File: src/design/hvd_sqrt.sv
// ----------------------------------------------------------------------------
// hvd_sqrt
// Pipelined integer square root, floor(sqrt(rad)), one root bit per stage.
// ----------------------------------------------------------------------------
module hvd_sqrt #(
  parameter int RAD_W = 70
) (
  input  logic               clk,
  input  logic               en,
  input  logic [RAD_W-1:0]   rad,
  output logic [RAD_W/2-1:0] root
);

  localparam int N  = RAD_W / 2;
  localparam int RW = N + 2;

  logic [RW-1:0]    rem_r  [N];
  logic [N-1:0]     root_r [N];
  logic [RAD_W-1:0] rad_r  [N];

  for (genvar k = 0; k < N; k++) begin : g_stage
    logic [RW-1:0]    rem_p;
    logic [RW-1:0]    cur;
    logic [RW-1:0]    trial;
    logic [N-1:0]     root_p;
    logic [RAD_W-1:0] rad_p;

    if (k == 0) begin : g_first
      assign rem_p  = '0;
      assign root_p = '0;
      assign rad_p  = rad;
    end else begin : g_next
      assign rem_p  = rem_r[k-1];
      assign root_p = root_r[k-1];
      assign rad_p  = rad_r[k-1];
    end

    // Bring down the next two radicand bits and try a one in this root bit.
    assign cur   = {rem_p[RW-3:0], rad_p[RAD_W-1 -: 2]};
    assign trial = {root_p, 2'b01};

    always_ff @(posedge clk) begin
      if (en) begin
        if (cur >= trial) begin
          rem_r[k]  <= cur - trial;
          root_r[k] <= {root_p[N-2:0], 1'b1};
        end else begin
          rem_r[k]  <= cur;
          root_r[k] <= {root_p[N-2:0], 1'b0};
        end
        rad_r[k] <= rad_p << 2;
      end
    end
  end

  assign root = root_r[N-1];

endmodule

File: config.mk
export PLATFORM = sky130hd
export DESIGN_NAME = hvd_sqrt
export DESIGN_NICKNAME = d
export VERILOG_FILES = /design/src/design/hvd_sqrt.sv
export SDC_FILE = /design/constraint.sdc
export NUM_CORES = 2
export LEC_CHECK = 0
export ABC_CLOCK_PERIOD_IN_PS = 7860
export CELL_PAD_IN_SITES_DETAIL_PLACEMENT = 0
export CELL_PAD_IN_SITES_GLOBAL_PLACEMENT = 2
export CORE_MARGIN = 1
export CORE_UTILIZATION = 49
export DETAILED_ROUTE_END_ITERATION = 7
export DONT_BUFFER_PORTS = 1
export PLACE_DENSITY_LB_ADDON = 0.1
export SLEW_MARGIN = 40
export SYNTH_ARGS = -nofsm -noshare
export SYNTH_HDL_FRONTEND = slang
export SYNTH_MEMORY_MAX_BITS = 65536
export SYNTH_SLANG_ARGS = --single-unit
File: constraint.sdc
create_clock -name clk -period 7.86 [get_ports clk]
set_input_delay 0.393 -clock clk [delete_from_list [all_inputs] [get_ports clk]]
set_output_delay 0.393 -clock clk [all_outputs]
set_load 0.05 [all_outputs]
# Word-level counts from Yosys, hierarchy flattened
# Memory sizes are Yosys's and may differ from the RTL's.
# Cells that the tools add are included.
# word_totals
register_bits,0
ramBits,4900
in_bits,72
output_inout_bits,35
elab_cells,425
mem_count,3
# classes
addsub,35
n_lt_le_gt_ge,35
mux,282
n_bitwise,70
# memory_table
name,words,width,rd,rd_ports_with_merged_regs,wr,line,source
rad_r,35,68,34,0,35,19,logic [RAD_W-1:0] rad_r [N];
rem_r,35,37,34,0,35,17,logic [RW-1:0] rem_r [N];
root_r,35,35,35,0,35,18,logic [N-1:0] root_r [N];
# op_table
op,count
$mux W37,35
$ge A37 B37 Y1,34
$sub A37 B37 Y37,34
$mux W35,35
$mux W1,212
$or A1 B1 Y1,70
$sub A2 B1 Y3 const B,1
$ge A2 B1 Y1 const B,1

# Depth between registers and ports, before layout
# An unclocked memory read counts as a cell.
# depth
ltp_word,6
ltp_mapped,16
ltp_nobuf,15

# Least setup slack after synthesis
# No wires, ideal clock.
# synth_timing
path_type,reg-to-reg
from,memory rem_r[24][0] in the netlist's numbering
to,memory rem_r[25][23] in the netlist's numbering (data pin)
setup_time_ns,0.262
t_arrival_ns,3.439
t_required_ns,7.598
slack_ns,4.159
stages_incl_launch_ff,13
path_buffers,2
period_less_slack_ns,3.701
cell_sequence,edfxtp_1 -> ha_1 -> o21a_1 -> or4_1 -> a311oi_1 -> a21bo_2 -> a211oi_1 -> o41ai_1 -> and3_1 -> nor2_1 -> clkbuf_1 -> clkbuf_1 -> mux2_1
# synth_lines
item,line
start: declaration,17

==> reports/qor.csv <==
metric;value;unit
grt_pass1_vias;79534;
path_max_fanout;124;
status;completed;
chipWidth;532;um
grt_pass1_wl;451000;um
drive_above_1_share;6.07;%
startpoint_type;input port;
fin_nets;11608;
synth_flop_cell;edfxtp_1;
relSlewSlack;41.5;%
dr.pass1.iters;5;
synth_top_area_share;64.6;%
hold_viol;0;
yosys_warnings;0;
yosysSeqAreaShare;64.6;%
clk_latency;0.92;ns
grt_start_max_net_pins;186;
routed_wl;289000;um
tightest_slew;0.866;ns
clk_path_buf_depth;4;
wl_per_cell;19.4;um
dr.first_iter.drc_count;5680;
path_clk_slew;0.06;ns
final_cell_mix;edfxtp_1 (2956), inv_1 (868), nand2_1 (783), ha_1 (668), nor2_1 (560);
ant_nets;0;
async_reset_ff_share;0;%
fin_setup_tns;0;ns
arrival;6.14;ns
yosysUniqueCellTypes;87;
hpwl;208000;um
syn_nets;11383;
finalClockSkew;0.0434;ns
setup_viol;0;
grt_usage;20.2;%
layout_commonest_cell;edfxtp_1;
synth.top_cells.by_area;edfxtp_1 (65%), ha_1 (6.1%), xnor2_1 (3.1%), xor2_1 (2.9%), inv_1 (2.4%);
vias;80549;
syn_to_final_growth;12.1;%
synth_edf_count;2956;
tritoncts;done;
holdCritPathClass;input port to flop;
die_y;532;um
crit_path_start;en;
reg2reg_from;rem_r[29][1];
syn_avg_cell_area;12.9;um^2
fin_crit;5.48;ns
rows;194;
synthesis.area;137000;um^2
cts_setup_buffers;0;
netlist_instances;10643;
design.core.area;279000;um^2
p_sw;13.2;mW
p_leak;58.6;nW
worstPathRequired;8.52;ns
finalMaxSlewViolations;0;
die_area;283000;um^2
drv_cap;0;
grt_overflow_total;0;
rsz0062_at_grt;false;
io_buffers;0;
p_sw_share;28.6;%
route.detailed.drc;0;
hold_start;rad[27];
p_seq_share;46.6;%
pin_count;107;
grt_antenna_before_repair;4;
numCtsBuffers;319;
power_density;300;nW/um^2
post-route-util;55.2;%
cts_max_level;5;
combPwrFrac;20.4;%
root_buffer;clkbuf_16;
fin_crit_sh;69.7;%
start_util;49.3;%
place_congestion;0.851;
p_clk_share;33.1;%
yosys.area.top_type;edfxtp_1;
internal-power;32.9;mW
critPathCaptureType;flop;
synth_seq_cells;2957;
fmax;182;MHz
critPathKind;input port to flop;
viasPerCell;5.42;
cts.sinks;2957;
ir_drop;0.000218;V
-- kinds of logic after synthesis --
| family | Yosys count | synth area share [%] |
|---|---|---|
| AOI/OAI and AO/OA | 2116 | 9.46 |
| xor gates and xnor gates | 947 | 6.03 |
| and+or+nand+nor | 2719 | 9.80 |
| adders and majority gates | 668 | 6.08 |
| buffers and inverters | 1113 | 3.05 |
| muxes | 123 | 0.990 |
| DFF | 2957 | 64.6 |
-- worst paths after layout --
| kind | to | slack (ns) | depth (start not counted) |
|---|---|---|---|
| worst max-delay path | rem_r[30][11] | 2.38 | 13 |
| worst min-delay path | rad_r[0][27] | 0.11 | 1 |
| worst max register to register | rem_r[30][11] | 3.13 | 13 |
| worst min register to register | rad_r[15][63] | 0.40 | 0 |
-- flip-flops by register name (all words and copies together) (netlist names) --
name,count
rad_r,1190
rem_r,1137
root_r,630
-- Yosys cell counts (56+ instances only) --
master	count
nand4_1	112
a21o_1	303
xor2_1	460
o21bai_1	65
clkbuf_1	205
ha_1	668
nor2_1	561
nand3_1	165
mux2_1	88
nand2_1	783
o21ai_1	319
nor2b_1	101
o21a_1	117
inv_1	868
and3_1	64
a21oi_1	552
edfxtp_1	2956
a211oi_1	56
or3_1	99
o21ai_0	366
nor3_1	269
nand2b_1	142
or4_1	65
nor4_1	138
xnor2_1	487
-- per-layer routing --
layer | up-vias | track usage (%) | wire, um | part of all wire [%]
met5 | - | 0 | 0 | 0
li1 | 39727 | - | - | -
met3 | 403 | 2.37 | 10800 | 3.7
met1 | 39042 | 27.1 | 129000 | 45
met4 | 0 | 5.52 | 7060 | 2.4
met2 | 1377 | 34.6 | 142000 | 49
-- per-stage QoR --
stage / hold slack [ns] / setup WS [ns] / total power [mW] / instance area [um^2] / instances
final: 0.107 / 2.38 / 46.2 / 154000 / 14848
after global routing: 0.0572 / 1.89 / 48.6 / 154000 / 14848
after CTS: 0.0138 / 2.57 / 46.7 / 154000 / 14840
after detailed placement: 0.405 / 1.79 / 31.2 / 142000 / 14191
after global placement: 0.400 / 2.19 / 31.1 / 142000 / 14178
after floorplan: 0.400 / 4.16 / 28.2 / 137000 / 10643
-- power groups by stage --
stage	sequential, mW	clock [mW]	combinational (mW)
floorplan	21.1	0	7.19
global placement	21.9	0	9.20
detailed placement	21.9	0	9.32
CTS	21.6	15.7	9.42
global route	21.7	16.3	10.6
finish	21.5	15.3	9.41
-- worst max-delay path, stage by stage --
cell and delay [ns]:
dlygate4sd3_1 0.61, buf_16 0.32, buf_16 0.41, buf_16 0.47
buf_16 0.39, buf_16 0.30, buf_16 0.29, buf_16 0.44
nand3_1 0.23, a2111oi_2 0.79, buf_4 0.59, a2111oi_0 0.15
a21o_1 0.19
-- layout make-up --
| cell class | instances | area (um^2) |
|---|---|---|
| clock buffer | 364 | 8240 |
| sequential | 2957 | 88800 |
| timing repair buffer | 137 | 1890 |
| fill | 23212 | 125000 |
| inverter | 880 | 3300 |
| clock inverter | 212 | 2500 |
| multi-input combinational | 6573 | 44700 |
| tap | 3724 | 4660 |
| antenna | 1 | 2.50 |
-- what timing repair did --
item                       in CTS  in global routing
hold buffers                   73                  1
setup endpoints to repair       0                  0
hold endpoints to repair      236                 59
resized for setup               0                  0
Note: power is estimated with default switching activity, not from simulation.
