$ cat config.mk
export PLATFORM = sky130hd
export DESIGN_NAME = hvd_div
export DESIGN_NICKNAME = d
export VERILOG_FILES = /design/src/design/hvd_div.sv
export SDC_FILE = /design/constraint.sdc
export NUM_CORES = 2
export LEC_CHECK = 0
export BUFFER_PORTS_ARGS = -buffer_cell sky130_fd_sc_hd__buf_2
export CAP_MARGIN = 40
export CORE_MARGIN = 5
export CORE_UTILIZATION = 35
export CTS_BUF_LIST = sky130_fd_sc_hd__clkbuf_8
export DETAILED_ROUTE_END_ITERATION = 10
export SLEW_MARGIN = 20
export SYNTH_ARGS = -nofsm -noshare
export SYNTH_HDL_FRONTEND = slang
export SYNTH_SLANG_ARGS = --single-unit
$ cat constraint.sdc
create_clock -name clk -period 11.5 [get_ports clk]
set_input_delay 1.15 -clock clk [delete_from_list [all_inputs] [get_ports clk]]
set_output_delay 1.15 -clock clk [all_outputs]
set_load 0.01 [all_outputs]
$ cat src/design/hvd_div.sv
// ----------------------------------------------------------------------------
// hvd_div
// Pipelined restoring divider, one quotient bit per stage. The starting
// remainder must be below the divisor.
// ----------------------------------------------------------------------------
module hvd_div #(
  parameter int DS_W = 35,
  parameter int Q_W  = 30
) (
  input  logic            clk,
  input  logic            en,
  input  logic [DS_W-1:0] rem_in,
  input  logic [Q_W-1:0]  dvd_in,
  input  logic [DS_W-1:0] den_in,
  output logic [Q_W-1:0]  quo
);

  logic [DS_W-1:0] rem_r [Q_W];
  logic [Q_W-1:0]  sh_r  [Q_W];
  logic [DS_W-1:0] den_r [Q_W];

  for (genvar k = 0; k < Q_W; k++) begin : g_stage
    logic [DS_W-1:0] rem_p;
    logic [Q_W-1:0]  sh_p;
    logic [DS_W-1:0] den_p;
    logic [DS_W:0]   cur;
    logic            fits;

    if (k == 0) begin : g_first
      assign rem_p = rem_in;
      assign sh_p  = dvd_in;
      assign den_p = den_in;
    end else begin : g_next
      assign rem_p = rem_r[k-1];
      assign sh_p  = sh_r[k-1];
      assign den_p = den_r[k-1];
    end

    // The shift register feeds dividend bits out of the top and takes
    // quotient bits in at the bottom.
    assign cur  = {rem_p, sh_p[Q_W-1]};
    assign fits = cur >= {1'b0, den_p};

    always_ff @(posedge clk) begin
      if (en) begin
        rem_r[k] <= fits ? DS_W'(cur - {1'b0, den_p}) : DS_W'(cur);
        sh_r[k]  <= {sh_p[Q_W-2:0], fits};
        den_r[k] <= den_p;
      end
    end
  end

  assign quo = sh_r[Q_W-1];

endmodule

# Yosys cells after proc, flatten, opt, wreduce, memory -nomap -nowiden
# Memories as Yosys holds them, arrays and structs flattened.
# Cells that the tools add are included.
# Widths: inputs -> output; s select.
# classes
n_addsub	30
n_lt_le_gt_ge	30
muxes	32
# ops
op	count
$ge 36x35->1	30
$mux 35	30
$sub 35x35->35	30
$mux 1	2
# totals
ff_bits	0
ram_bits	3000
wordCells	95
n_memories	3
# memory_table
name	words	width	read_ports	rd_clocked_by_memory_dff	write_ports	line	rtl
den_r	30	35	29	0	30	20	logic [DS_W-1:0] den_r [Q_W];
rem_r	30	35	29	0	30	18	logic [DS_W-1:0] rem_r [Q_W];
sh_r	30	30	30	0	30	19	logic [Q_W-1:0] sh_r [Q_W];

# Depth between registers and ports, before layout
# depth
word_depth	2
ltp_mapped	16
mapped_depth_nobuf	14

# Worst setup path after synthesis
# OpenSTA, ideal clock, no wires.
# synth_path
path_type	input -> register
startpoint	input port dvd_in[29]
endpoint	memory rem_r[0][12] (data pin)
setup_ns	0.270
t_arrival_ns	4.007
t_required_ns	11.230
path_slack_ns	7.223
cell_stages	16
path_cell_list	inv_1 > ha_1 > fa_1 > nor2b_1 > o21ai_0 > a21boi_0 > o41a_1 > a21oi_1 > o21a_1 > o21ai_0 > a21o_1 > a21o_1 > clkbuf_1 > buf_2 > clkbuf_1 > a21oi_1
# synth_rtl
item	line	rtl
start: declaration	13	input logic [Q_W-1:0] dvd_in,
end: declaration	18	

==> flow_summary.json <==
{
  "outcome": "finished clean",
  "finalSetupViolations": 0,
  "path_max_fanout": 16,
  "peakVddDrop_v": 0.000131,
  "drv_cap": 0,
  "synth_mux_area_share_pct": 3.56,
  "power_mw": 47.4,
  "min_to": "den_r[0][7]$_DFFE_PP_",
  "grt_pass1_vias": 96780,
  "worstPathRequired_ps": 12360,
  "dpl.hpwl_um": 245000,
  "holdPathStages": 1,
  "final_cells": 19600,
  "cts_root_buffer": "clkbuf_8",
  "fin_worst_skew_ps": 91.1,
  "fillers": 42005,
  "seq_area_frac_synth_pct": 57.2,
  "placementRows": 243,
  "htree_levels": 6,
  "period_share_pct": 41.7,
  "async_flop_share_pct": 0,
  "r2r_cells": 16,
  "final_area_sq_um": 172000,
  "finalCriticalPeriod_ps": 4800,
  "place_congestion": 0.891,
  "slew_headroom_pct": 19.3,
  "synth_top_family_by_area": "compound AO/OA/AOI/OAI gates",
  "synth_edf_count": 2930,
  "die_x_um": 673,
  "worstHoldStart": "den_in[7]",
  "drt_wl_total_um": 334000,
  "max_freq_mhz": 208,
  "finalSetupTns_ps": 0,
  "drtPass1Iterations": 6,
  "syn-mean-instance-area_sq_um": 12.0,
  "path_clk_slew_ps": 60,
  "cts_tree": "done",
  "area_growth_syn_to_layout_pct": 11.7,
  "powerDensity_nw_per_um2": 276,
  "placedCellCount": 18646,
  "cts_setup_buffers": 0,
  "yosysWarnings": 0,
  "r2r_start": "sh_r[9][29]$_DFFE_PP_",
  "yosysTopAreaCellShare_pct": 57.2,
  "synth_xor_area_share_pct": 5.05,
  "vias": 97035,
  "slew_viol_final": 0,
  "grt_pass1_wl_um": 529000,
  "hold_viol_final": 0,
  "yosysMostFrequentCell": "edfxtp_1",
  "cts_buffer_depth": 4,
  "drt_iter0_drc": 5899,
  "worstMarginPinSlew_ps": 1210,
  "die_area_sq_um": 453000,
  "r2r-end": "rem_r[10][4]$_DFFE_PP_",
  "drc_errors": 0,
  "drive_gt1_share_pct": 10.3,
  "leakage_nw": 69.3,
  "portBuffers": 131,
  "io_pins": 132,
  "synth_largest_area_cell": "edfxtp_1",
  "via_per_inst": 4.95,
  "place_ws_ps": 6260,
  "synthTopCellsByArea": "edfxtp_1 (57%), ha_1 (8.5%), a21oi_1 (3.4%)",
  "start_util_pct": 35.1,
  "r2r_slack_ps": 6700,
  "min_path_type": "in -> reg",
  "grt_max_degree": 179,
  "cts_inserted_buffers": 539,
  "clk-insertion-delay-late_ps": 1140,
  "setup_ws_ps": 6700,
  "grt_setup_unrepaired": "false",
  "synth-simple-area-share_pct": 7.71,
  "arrival_ps": 5660,
  "synth_compound_area_share_pct": 13.6,
  "antenna_found_initial": 6,
  "syn_inst": 12862,
  "fin_util_pct": 39.2,
  "synthAdderAreaFrac_pct": 8.91,
  "synth_ff_type": "edfxtp_1",
  "netlist_top_cells_count": "edfxtp_1 (2930), inv_1 (1304), ha_1 (1050), a21oi_1 (1045), nand2_1 (861)",
  "num-nets-final": 14491,
  "die_h_um": 673,
  "postPlaceCellArea_sq_um": 162000,
  "overflow": 0,
  "wl_per_cell_um": 17.0,
  "antenna_left": 0,
  "grt_usage_pct": 14.3,
  "path_class": "reg -> reg",
  "yosys.cell_types.count": 92,
  "whs_ps": 202,
  "startpoint_type": "flop",
  "coreArea_sq_um": 438000,
  "cts.sinks": 2930,
  "ys_seq_elements": 2930,
  "syn_area_sq_um": 154000,
  "crit_path_end_kind": "flop",
  "syn_nets": 14043
}
-- routing by layer --
| layer | wire [um] | global-route usage, % |
|---|---|---|
| met5 | 48 | 0 |
| met2 | 170000 | 26.0 |
| met4 | 11700 | 5.14 |
| met3 | 12400 | 2.12 |
| met1 | 140000 | 17.2 |
-- timing repair --
item | in CTS | in global routing
endpoints found under the hold margin | 2 | 0
resized for setup | 0 | 0
hold buffers | 2 | 0
-- worst max path at each step --
| stage | startpoint | endpoint | slack (ps) | depth (start not counted) |
|---|---|---|---|---|
| 6_report | sh_r[9][29]$_DFFE_PP_ | rem_r[10][4]$_DFFE_PP_ | 6700 | 16 |
| 5_1_grt | sh_r[9][29]$_DFFE_PP_ | rem_r[10][7]$_DFFE_PP_ | 6330 | 16 |
| 4_1_cts | sh_r[9][29]$_DFFE_PP_ | rem_r[10][4]$_DFFE_PP_ | 6710 | 16 |
| 3_5_place_dp | rem_in[25] | rem_r[0][11]$_DFFE_PP_ | 6260 | 13 |
| 3_3_place_gp | rem_in[25] | rem_r[0][10]$_DFFE_PP_ | 6250 | 13 |
| 2_1_floorplan | dvd_in[29] | rem_r[0][12]$_DFFE_PP_ | 7220 | 16 |
-- kinds of logic (layout without fill, tap and decap cells) --
group                    Yosys count  count (layout)
AO/OA/AOI/OAI                   3353            3353
flip-flops                      2930            2930
AND/OR/NAND/NOR                 2516            2516
buffers and inverters           1606            2458
adder cells (fa/ha/maj)         1079            1079
XOR/XNOR                         888             888
multiplexers                     490             490
other                              0               6
-- layout make-up --
| type | instances | area, sq um | area share [%] |
|---|---|---|---|
| multi-input cells | 8326 | 59900 | 34.9 |
| clock inverters | 402 | 2670 | 1.55 |
| well taps | 5880 | 7360 | 4.28 |
| flip-flops and latches | 2930 | 88000 | 51.2 |
| diodes | 6 | 15.0 | 0.00874 |
| inverters | 1304 | 4890 | 2.85 |
| clock buffers | 543 | 7470 | 4.35 |
| repair buffers | 209 | 1580 | 0.921 |
-- registers in the layout (all words and copies together), names as in the netlist --
signal,flops
den_r,1015
rem_r,1015
sh_r,900
-- critical path, cell delays in order, from the launching register on --
cell and delay, ps:
edfxtp_1 340, inv_1 60, ha_1 220, fa_1 410
nor2b_1 130, o21ai_0 130, a21oi_1 240, o221a_2 260
nor4_1 50, o21a_1 240, o31ai_1 680, a211oi_1 180
o21ai_0 210, a41o_1 490, buf_16 210, buf_4 280
mux2_2 370
-- layout by cell type, fill, tap and decap left out, types with 337 or more instances in the layout --
| master | instances |
|---|---|
| a21o_1 | 580 |
| a21oi_1 | 1039 |
| clkbuf_8 | 543 |
| edfxtp_1 | 2930 |
| ha_1 | 1050 |
| inv_1 | 1442 |
| mux2_2 | 428 |
| nand2_1 | 860 |
| nor2_1 | 597 |
| o21ai_0 | 794 |
| xnor2_1 | 551 |
| xor2_1 | 337 |
-- where the power goes --
group	internal, mW	switching [mW]	total (mW)
registers	15.6	1.63	17.2
logic	9.29	11.4	20.7
clock network	5.01	4.47	9.48
(Power assumes the default switching activity.)
