[config.mk]
export PLATFORM = sky130hd
export DESIGN_NAME = hvd_delay
export DESIGN_NICKNAME = d
export VERILOG_FILES = /design/src/design/hvd_delay.sv
export SDC_FILE = /design/constraint.sdc
export NUM_CORES = 1
export LEC_CHECK = 0
export BUFFER_PORTS_ARGS = -buffer_cell sky130_fd_sc_hd__buf_4
export CAP_MARGIN = 5
export CORE_ASPECT_RATIO = 1.1
export CORE_MARGIN = 2
export CORE_UTILIZATION = 55
export CTS_CLUSTER_SIZE = 12
export DETAILED_ROUTE_END_ITERATION = 6
export PLACE_DENSITY = 0.85
export SETUP_SLACK_MARGIN = 0.5
export SLEW_MARGIN = 20
export SYNTH_ARGS = -nofsm -noshare
export SYNTH_HDL_FRONTEND = slang
export SYNTH_SLANG_ARGS = --single-unit
[constraint.sdc]
create_clock -name clk -period 1.85 [get_ports clk]
set_input_delay 0.555 -clock clk [delete_from_list [all_inputs] [get_ports clk]]
set_output_delay 0.555 -clock clk [all_outputs]
set_load 0.005 [all_outputs]
[src/design/hvd_delay.sv]
// ----------------------------------------------------------------------------
// hvd_delay
// Payload delay line that keeps side data level with a pipelined unit.
// ----------------------------------------------------------------------------
module hvd_delay #(
  parameter int WIDTH = 8,
  parameter int DEPTH = 4
) (
  input  logic             clk,
  input  logic             en,
  input  logic [WIDTH-1:0] d,
  output logic [WIDTH-1:0] q
);

  logic [WIDTH-1:0] line [DEPTH];

  always_ff @(posedge clk) begin
    if (en) begin
      line[0] <= d;
      for (int i = 1; i < DEPTH; i++) begin
        line[i] <= line[i-1];
      end
    end
  end

  assign q = line[DEPTH-1];

endmodule

== Word-level counts from Yosys, hierarchy flattened ==
Memories as Yosys holds them, arrays and structs flattened.
Index checks and enable logic that the tools add are counted.

* Bits in writable memories: 32
* Output and inout bits: 8
* Bits of input ports: 10
* Memories kept: 1
* Register bits after elaboration: 0
* Word-level logic and storage cells: 3

* Muxes and demuxes: 2

{| class="wikitable"
|+ Memory list
! memory !! words !! bits a word !! read ports !! clocked after Yosys merged registers in !! wr ports !! RTL line !! text
|-
| line || 4 || 8 || 4 || 0 || 4 || 15 || <nowiki>logic [WIDTH-1:0] line [DEPTH];</nowiki>
|}

{| class="wikitable"
|+ Operators with widths
! kind !! number
|-
| 2-to-1 mux 1 bit || 2
|}

== Longest topological paths before layout ==
Gate-level depths: netlist (run 1).

* Depth after elaboration: 2
* Gate-level depth with buffers: 0
* Depth with buffers taken out: 0

== Least setup slack after synthesis (run 1) ==
No wires, ideal clock.

* Kind: register -> output
* Start point: mem line[3][0]
* End point: out q[0]
* Path buffers: 0
* Arrival: 0.355 ns
* Data required time: 1.295 ns
* Stages on the path, launching flop included: 1
* Path slack: 0.940 ns
* Cell sequence: edfxtp_1

{| class="wikitable"
|+ RTL lines
! what !! RTL line !! text
|-
| start: declaration || 15 ||
|-
| end: declaration || 12 || <nowiki>output logic [WIDTH-1:0] q</nowiki>
|}

==> insert_results.sql, run 1 <==
INSERT INTO impl_metrics (metric_group, metric, value, unit) VALUES
('synth', 'synth_commonest_cells', '32 x sky130_fd_sc_hd__edfxtp_1', ''),
('synth', 'mappedNetlistNets', '42', ''),
('layout', 'fin_area', '1156', 'um2'),
('global_route', 'grt_util_all_layers', '11.12', '%'),
('global_route', 'grt_util_met2', '19.71', '%'),
('power', 'post-layout-total-power', '1.240', 'mW'),
('outcome', 'status', 'finished, final reports clean', ''),
('clock_tree', 'tritoncts', 'done', ''),
('min_path', 'whs_path_depth', '0', ''),
('min_path', 'hold-path-endpoint', 'line[2][5]', ''),
('setup_path', 'highest_net_fanout_along_the_worst_path', '1', ''),
('setup_path', 'worst-endpoint-required', '1290', 'ps'),
('layout', 'syn2layout_area_growth', '20.31', '%'),
('timing', 'rsz0062_at_grt', 'true', ''),
('route', 'drt-initial-drc-count', '1', ''),
('timing', 'hold_viol_final', '0', ''),
('synth', 'synthesis.instances', '32', ''),
('timing', 'relSlewSlack', '74.74', '%'),
('setup_path', 'reg2reg_depth', '0', ''),
('floorplanning', 'placement_rows', '15', ''),
('route', 'wl', '981', 'um'),
('route', 'drtPass1Iterations', '2', ''),
('synth', 'synth.cell_area', '960.9', 'um2'),
('synth', 'yosysUniqueCellTypes', '1', ''),
('setup_path', 'critPathLaunchType', 'flop', ''),
('setup_path', 'worstSetupPathType', 'reg -> out', ''),
('global_route', 'grt.met1_usage', '8.223', '%'),
('timing', 'tightest_slew', '378.9', 'ps'),
('clock_tree', 'h-tree-depth', '2', ''),
('global_route', 'antenna_found_initial', '0', ''),
('floorplanning', 'design.core.area', '1595', 'um2'),
('setup_path', 'rrSetupSlack', '1200', 'ps'),
('setup_path', 'r2r-end', 'line[1][1]', ''),
('synth', 'synth-edff-count', '32', ''),
('layout', 'multi_input_area', '0', 'um2'),
('layout', 'multiInputCombCellCount', '0', ''),
('clock_tree', 'cts.clk_slew.worst_paths', '80', 'ps'),
('clock_tree', 'clock_insertion_delay_worst_skew', '310', 'ps'),
('global_route', 'top_usage_layer', 'met2', ''),
('place', 'place_congestion', '0.6266', ''),
('route', 'wire_per_inst', '13.44', 'um'),
('synth', 'asyncSetResetFlopFracSynth', '0', '%'),
('layout', 'largest_reg_flops', '32', ''),
('power', 'ir_worst_vdd', '0.6994', 'mV'),
('clock_tree', 'cts_max_path_buffers', '2', ''),
('setup_path', 'critical_path_sink_type', 'output port', ''),
('power', 'cellPowerDensity', '1072', 'nW/um2'),
('setup_path', 'buffers_plus_inverters_on_the_worst_setup_path', '1', ''),
('timing', 'layout_worst_path_cycle_share', '74.60', '%'),
('min_path', 'holdCritPathClass', 'reg -> reg', ''),
('global_route', 'overflow', '0', ''),
('place', 'dp_slack', '597.5', 'ps'),
('layout', 'top_register', 'line', ''),
('synth', 'post_synth_top_area_share', '100.0', '%'),
('timing', 'max_freq', '724.5', 'MHz'),
('synth', 'number_of_warning_messages_in_the_yosys_log', '0', ''),
('route', 'detail_route.drc_violations', '0', ''),
('setup_path', 'cp_slowest_stage_delay', '380', 'ps'),
('global_route', 'grt_max_degree', '33', ''),
('floorplanning', 'initial_utilization', '60.24', '%'),
('setup_path', 'worst_path_dominant_cell_family', 'flip-flops', ''),
('place', 'dpl.hpwl', '599.4', 'um'),
('place', 'io_buffer_count', '17', ''),
('timing', 'post-route-min-period', '1380', 'ps'),
('clock_tree', 'clockRootBuffer', 'sky130_fd_sc_hd__clkbuf_4', ''),
('floorplanning', 'dieArea', '2098', 'um2'),
('timing', 'final_critical_path_setup_slack', '469.8', 'ps'),
('synth', 'ys_ff_latch', '32', ''),
('global_route', 'met3_usage', '8.302', '%'),
('synth', 'ys.flop_type', 'sky130_fd_sc_hd__edfxtp_1', ''),
('synth', 'ys_top_cells_by_area', 'sky130_fd_sc_hd__edfxtp_1 100%', '');
final cells by class:
class,instances,area [um2]
tap,17,21.27
clock inverter,1,5.005
clock buffer,6,41.29
fill,102,439.2
timing repair buffer,17,127.6
sequential,32,960.9
metal layers:
layer | share of wire (%) | vias up
met1 | 34 | 184
li1 | - | 178
met2 | 55 | 22
met5 | 0 | -
met3 | 10 | 0
met4 | 0 | 0
stage by stage:
step / hold slack [ps] / std cells
global placement: 400.9 / 66
floorplan: 400.3 / 32
CTS: 394.3 / 73
detailed placement: 404.5 / 66
finish: 416.3 / 73
global route: 386.9 / 73
placed cells by master, fill, tap and decap left out:
cell type,count
sky130_fd_sc_hd__edfxtp_1,32
sky130_fd_sc_hd__buf_4,17
sky130_fd_sc_hd__clkbuf_4,5
sky130_fd_sc_hd__clkinv_2,1
sky130_fd_sc_hd__clkbuf_1,1
report_power, final:
group | leakage, nW | internal, mW | switching [mW]
clock network | 0.0281 | 0.140 | 0.194
registers | 0.313 | 0.853 | 0.0112
logic | 0.0817 | 0.0228 | 0.0186
total | 0.423 | 1.02 | 0.224
cells by family after synthesis:
family	synth area share, %
DFF	100.0
repair_timing:
action	in CTS	in global routing
hold buffers	0	0
buffers inserted	0	0
setup endpoints to repair	8	8
endpoints found under the hold margin	0	0
pin swaps	0	0
worst max path at each step:
stage,startpoint,endpoint,slack (ps),cells after the start
4_1_cts,line[3][3],q[3],440,1
5_1_grt,line[3][6],q[6],400,1
6_report,line[3][7],q[7],470,1
2_1_floorplan,line[3][0],q[0],940,0
3_3_place_gp,en,line[3][5],630,1
3_5_place_dp,en,line[3][2],600,1
(Power assumes the default switching activity.)
==> run 2: changes to the inputs <==
--- a/config.mk
+++ b/config.mk
@@ -5,14 +5,15 @@
 export SDC_FILE = /design/constraint.sdc
 export NUM_CORES = 1
 export LEC_CHECK = 0
+export ABC_AREA = 1
 export BUFFER_PORTS_ARGS = -buffer_cell sky130_fd_sc_hd__buf_4
 export CAP_MARGIN = 5
 export CORE_ASPECT_RATIO = 1.1
 export CORE_MARGIN = 2
-export CORE_UTILIZATION = 55
+export CORE_UTILIZATION = 46
 export CTS_CLUSTER_SIZE = 12
 export DETAILED_ROUTE_END_ITERATION = 6
-export PLACE_DENSITY = 0.85
+export PLACE_DENSITY = 0.77
 export SETUP_SLACK_MARGIN = 0.5
 export SLEW_MARGIN = 20
 export SYNTH_ARGS = -nofsm -noshare
==> constraint.sdc (replaced) <==
create_clock -name clk -period 1.2 [get_ports clk]
set_input_delay 0.36 -clock clk [delete_from_list [all_inputs] [get_ports clk]]
set_output_delay 0.36 -clock clk [all_outputs]
set_load 0.005 [all_outputs]
==> run 2 against run 1 <==
Compared with the run above: global-route usage fell by 1.5 points; first-iteration DRC count rose to 4.0 times the previous value; non-clock buffer count unchanged; clock skew fell by 1.6 ps; count of clock-buffer cells in the layout increased by 1; sequential cell count unchanged; critical path type unchanged; die area up 18%; sequential share of layout area is 2.4 points lower; power rose by 56%.
==> insert_results.sql, run 2 (synthesis results as in run 1) <==
INSERT INTO impl_metrics (metric_group, metric, value, unit) VALUES
('layout', 'fraction_of_final_layout_cells_sized_beyond_drive_strength_1', '38.60', '%'),
('clock_tree', 'cts_setup_buffers', '0', ''),
('floorplanning', 'design.core.area', '1999', 'um2'),
('timing', 'post-route-min-period', '1191', 'ps'),
('global_route', 'antenna_found_initial', '0', ''),
('floorplanning', 'die_w', '47.58', 'um'),
('setup_path', 'worst_path_dominant_cell_family', 'flip-flops', ''),
('layout', 'layoutNonFillerInstCount', '85', ''),
('route', 'topRoutingLayerUsed', 'met4', ''),
('layout', 'layout_commonest_cell', 'sky130_fd_sc_hd__edfxtp_1', ''),
('min_path', 'hp-start', 'd[6]', ''),
('power', 'power.static_leakage', '0.4280', 'nW'),
('route', 'drt-initial-drc-count', '4', ''),
('floorplanning', 'placement_rows', '17', ''),
('layout', 'multi_input_area', '0', 'um2'),
('floorplanning', 'die_y', '51.94', 'um'),
('route', 'wl_met3', '107', 'um'),
('power', 'cellPowerDensity', '1625', 'nW/um2'),
('route', 'vias_per_cell', '4.494', ''),
('global_route', 'grt_util_all_layers', '9.650', '%'),
('flow_run', 'drv.max_cap_violation_count', '0', ''),
('setup_path', 'r2r-end', 'line[2][2]', ''),
('route', 'met2_length', '469', 'um'),
('setup_path', 'rrSetupSlack', '570', 'ps'),
('timing', 'tightest_slew', '271.1', 'ps'),
('route', 'wire_per_inst', '11.29', 'um'),
('route', 'detail_route.drc_violations', '0', ''),
('setup_path', 'critical-path-slowest-cell', 'sky130_fd_sc_hd__edfxtp_1', ''),
('floorplanning', 'initial_utilization', '48.06', '%'),
('power', 'post-layout-total-power', '1.935', 'mW'),
('layout', 'final_nets', '66', ''),
('timing', 'drv_slew', '0', ''),
('timing', 'layout_worst_path_cycle_share', '99.26', '%'),
('global_route', 'grt_pass1_wl', '1.359', 'mm'),
('min_path', 'holdCritPathClass', 'in -> reg', ''),
('layout', 'filler_cell_count', '167', ''),
('power', 'ir_worst_vdd', '0.9841', 'mV'),
('layout', 'largestRegisters', 'line x32', ''),
('layout', 'syn2layout_area_growth', '23.96', '%'),
('timing', 'setup_viol', '0', ''),
('layout', 'top_register', 'line', ''),
('route', 'wl', '960', 'um'),
('setup_path', 'worst-endpoint-required', '840', 'ps'),
('timing', 'hold_viol_final', '0', ''),
('route', 'drtPass1Iterations', '3', ''),
('layout', 'fin_area', '1191', 'um2'),
('layout', 'antenna_cells', '0', ''),
('outcome', 'status', 'finished, final reports clean', ''),
('clock_tree', 'h-tree-depth', '2', ''),
('min_path', 'hold-path-endpoint', 'line[0][6]', ''),
('place', 'io_buffer_count', '17', ''),
('clock_tree', 'clockRootBuffer', 'sky130_fd_sc_hd__clkbuf_4', ''),
('timing', 'max_freq', '839.5', 'MHz'),
('setup_path', 'reg2reg_depth', '0', ''),
('timing', 'relSlewSlack', '81.93', '%'),
('timing', 'fin_worst_skew', '6.628', 'ps'),
('route', 'drt-met1-wl', '347', 'um'),
('global_route', 'overflow', '0', ''),
('timing', 'final.hold.worst_slack', '211.8', 'ps'),
('setup_path', 'worstSetupPathType', 'reg -> out', ''),
('layout', 'multiInputCombCellCount', '0', ''),
('clock_tree', 'clock_insertion_delay_worst_skew', '320', 'ps'),
('setup_path', 'buffers_plus_inverters_on_the_worst_setup_path', '1', ''),
('floorplanning', 'dieArea', '2471', 'um2'),
('layout', 'final_cell_mix', '32 x sky130_fd_sc_hd__edfxtp_1, 12 x sky130_fd_sc_hd__buf_4, 5 x sky130_fd_sc_hd__clkbuf_4, 5 x sky130_fd_sc_hd__buf_6, 2 x sky130_fd_sc_hd__clkbuf_1', ''),
('clock_tree', 'cts.clk_slew.worst_paths', '90', 'ps'),
('layout', 'largest_reg_flops', '32', ''),
('route', 'detail-route-antenna-nets', '0', ''),
('layout', 'final_standard_cell_utilization_of_the_core', '59.57', '%'),
('clock_tree', 'cts_max_path_buffers', '2', ''),
('clock_tree', 'holdBufCountCts', '0', ''),
('clock_tree', 'tritoncts', 'done', ''),
('floorplanning', 'design.portCount', '18', ''),
('clock_tree', 'cts_inserted_buffers', '5', ''),
('clock_tree', 'numClockSinks', '32', ''),
('global_route', 'first_global_vias', '307', ''),
('place', 'place_congestion', '0.6203', ''),
('global_route', 'grt_max_degree', '33', ''),
('route', 'via_count', '382', ''),
('place', 'post_dp_cell_area', '1124', 'um2'),
('setup_path', 'path_cells', 'buf_4', ''),
('setup_path', 'worst_ep_arrival_time', '830', 'ps'),
('setup_path', 'critical_path.reg2reg.startpoint', 'line[1][2]', ''),
('min_path', 'whs_path_depth', '1', ''),
('setup_path', 'highest_net_fanout_along_the_worst_path', '1', ''),
('setup_path', 'cp_slowest_stage_delay', '370', 'ps'),
('timing', 'rsz0062_at_grt', 'true', ''),
('place', 'dpl.cell_count', '77', ''),
('setup_path', 'critical_path_sink_type', 'output port', ''),
('setup_path', 'critPathLaunchType', 'flop', '');
-- run 2: cell types whose count changed in the layout (fill, tap and decap cells not counted), sizes merged --
cell,delta
clkbuf,+1
-- run 2: routing by layer --
metal / vias up / global-route usage [%]
li1: 176 / -
met1: 176 / 9.268
met2: 23 / 11.71
met3: 7 / 9.375
met4: 0 / 8.108
met5: - / 0
-- run 2: timing repair --
action	in CTS	in global routing
cloned	0	0
gates resized for setup	1	4
setup endpoints to repair	40	8
-- run 2: final cells by class --
type	instances	area [um2]	area share, %
flip-flops and latches	32	960.9	80.67
repair buffers	17	146.4	12.29
clock buffers	7	45.04	3.782
well taps	28	35.03	2.941
clock inverters	1	3.754	0.3151
-- run 2: power by group --
| part | internal (mW) | switching, mW |
|---|---|---|
| clock | 0.225 | 0.309 |
| sequential | 1.31 | 0.0174 |
| combinational | 0.0407 | 0.0284 |
| total | 1.58 | 0.355 |
-- run 2: worst max-delay path by stage --
| stage | startpoint | to | slack [ps] | cells past startpoint |
|---|---|---|---|---|
| after floorplan | line[3][0] | q[0] | 480 | 0 |
| after global placement | en | line[3][7] | 170 | 1 |
| after detailed placement | en | line[3][2] | 140 | 1 |
| after CTS | line[3][0] | q[0] | -20 | 1 |
| after global routing | line[3][0] | q[0] | -60 | 1 |
| final | line[3][5] | q[5] | 9 | 1 |
-- run 2: stage by stage --
stage	setup TNS, ps	setup slack (ps)
floorplan	0	484.7
global placement	0	174.5
detailed placement	0	140.4
CTS	-70.76	-20.77
global route	-411.2	-59.83
finish	0	8.832
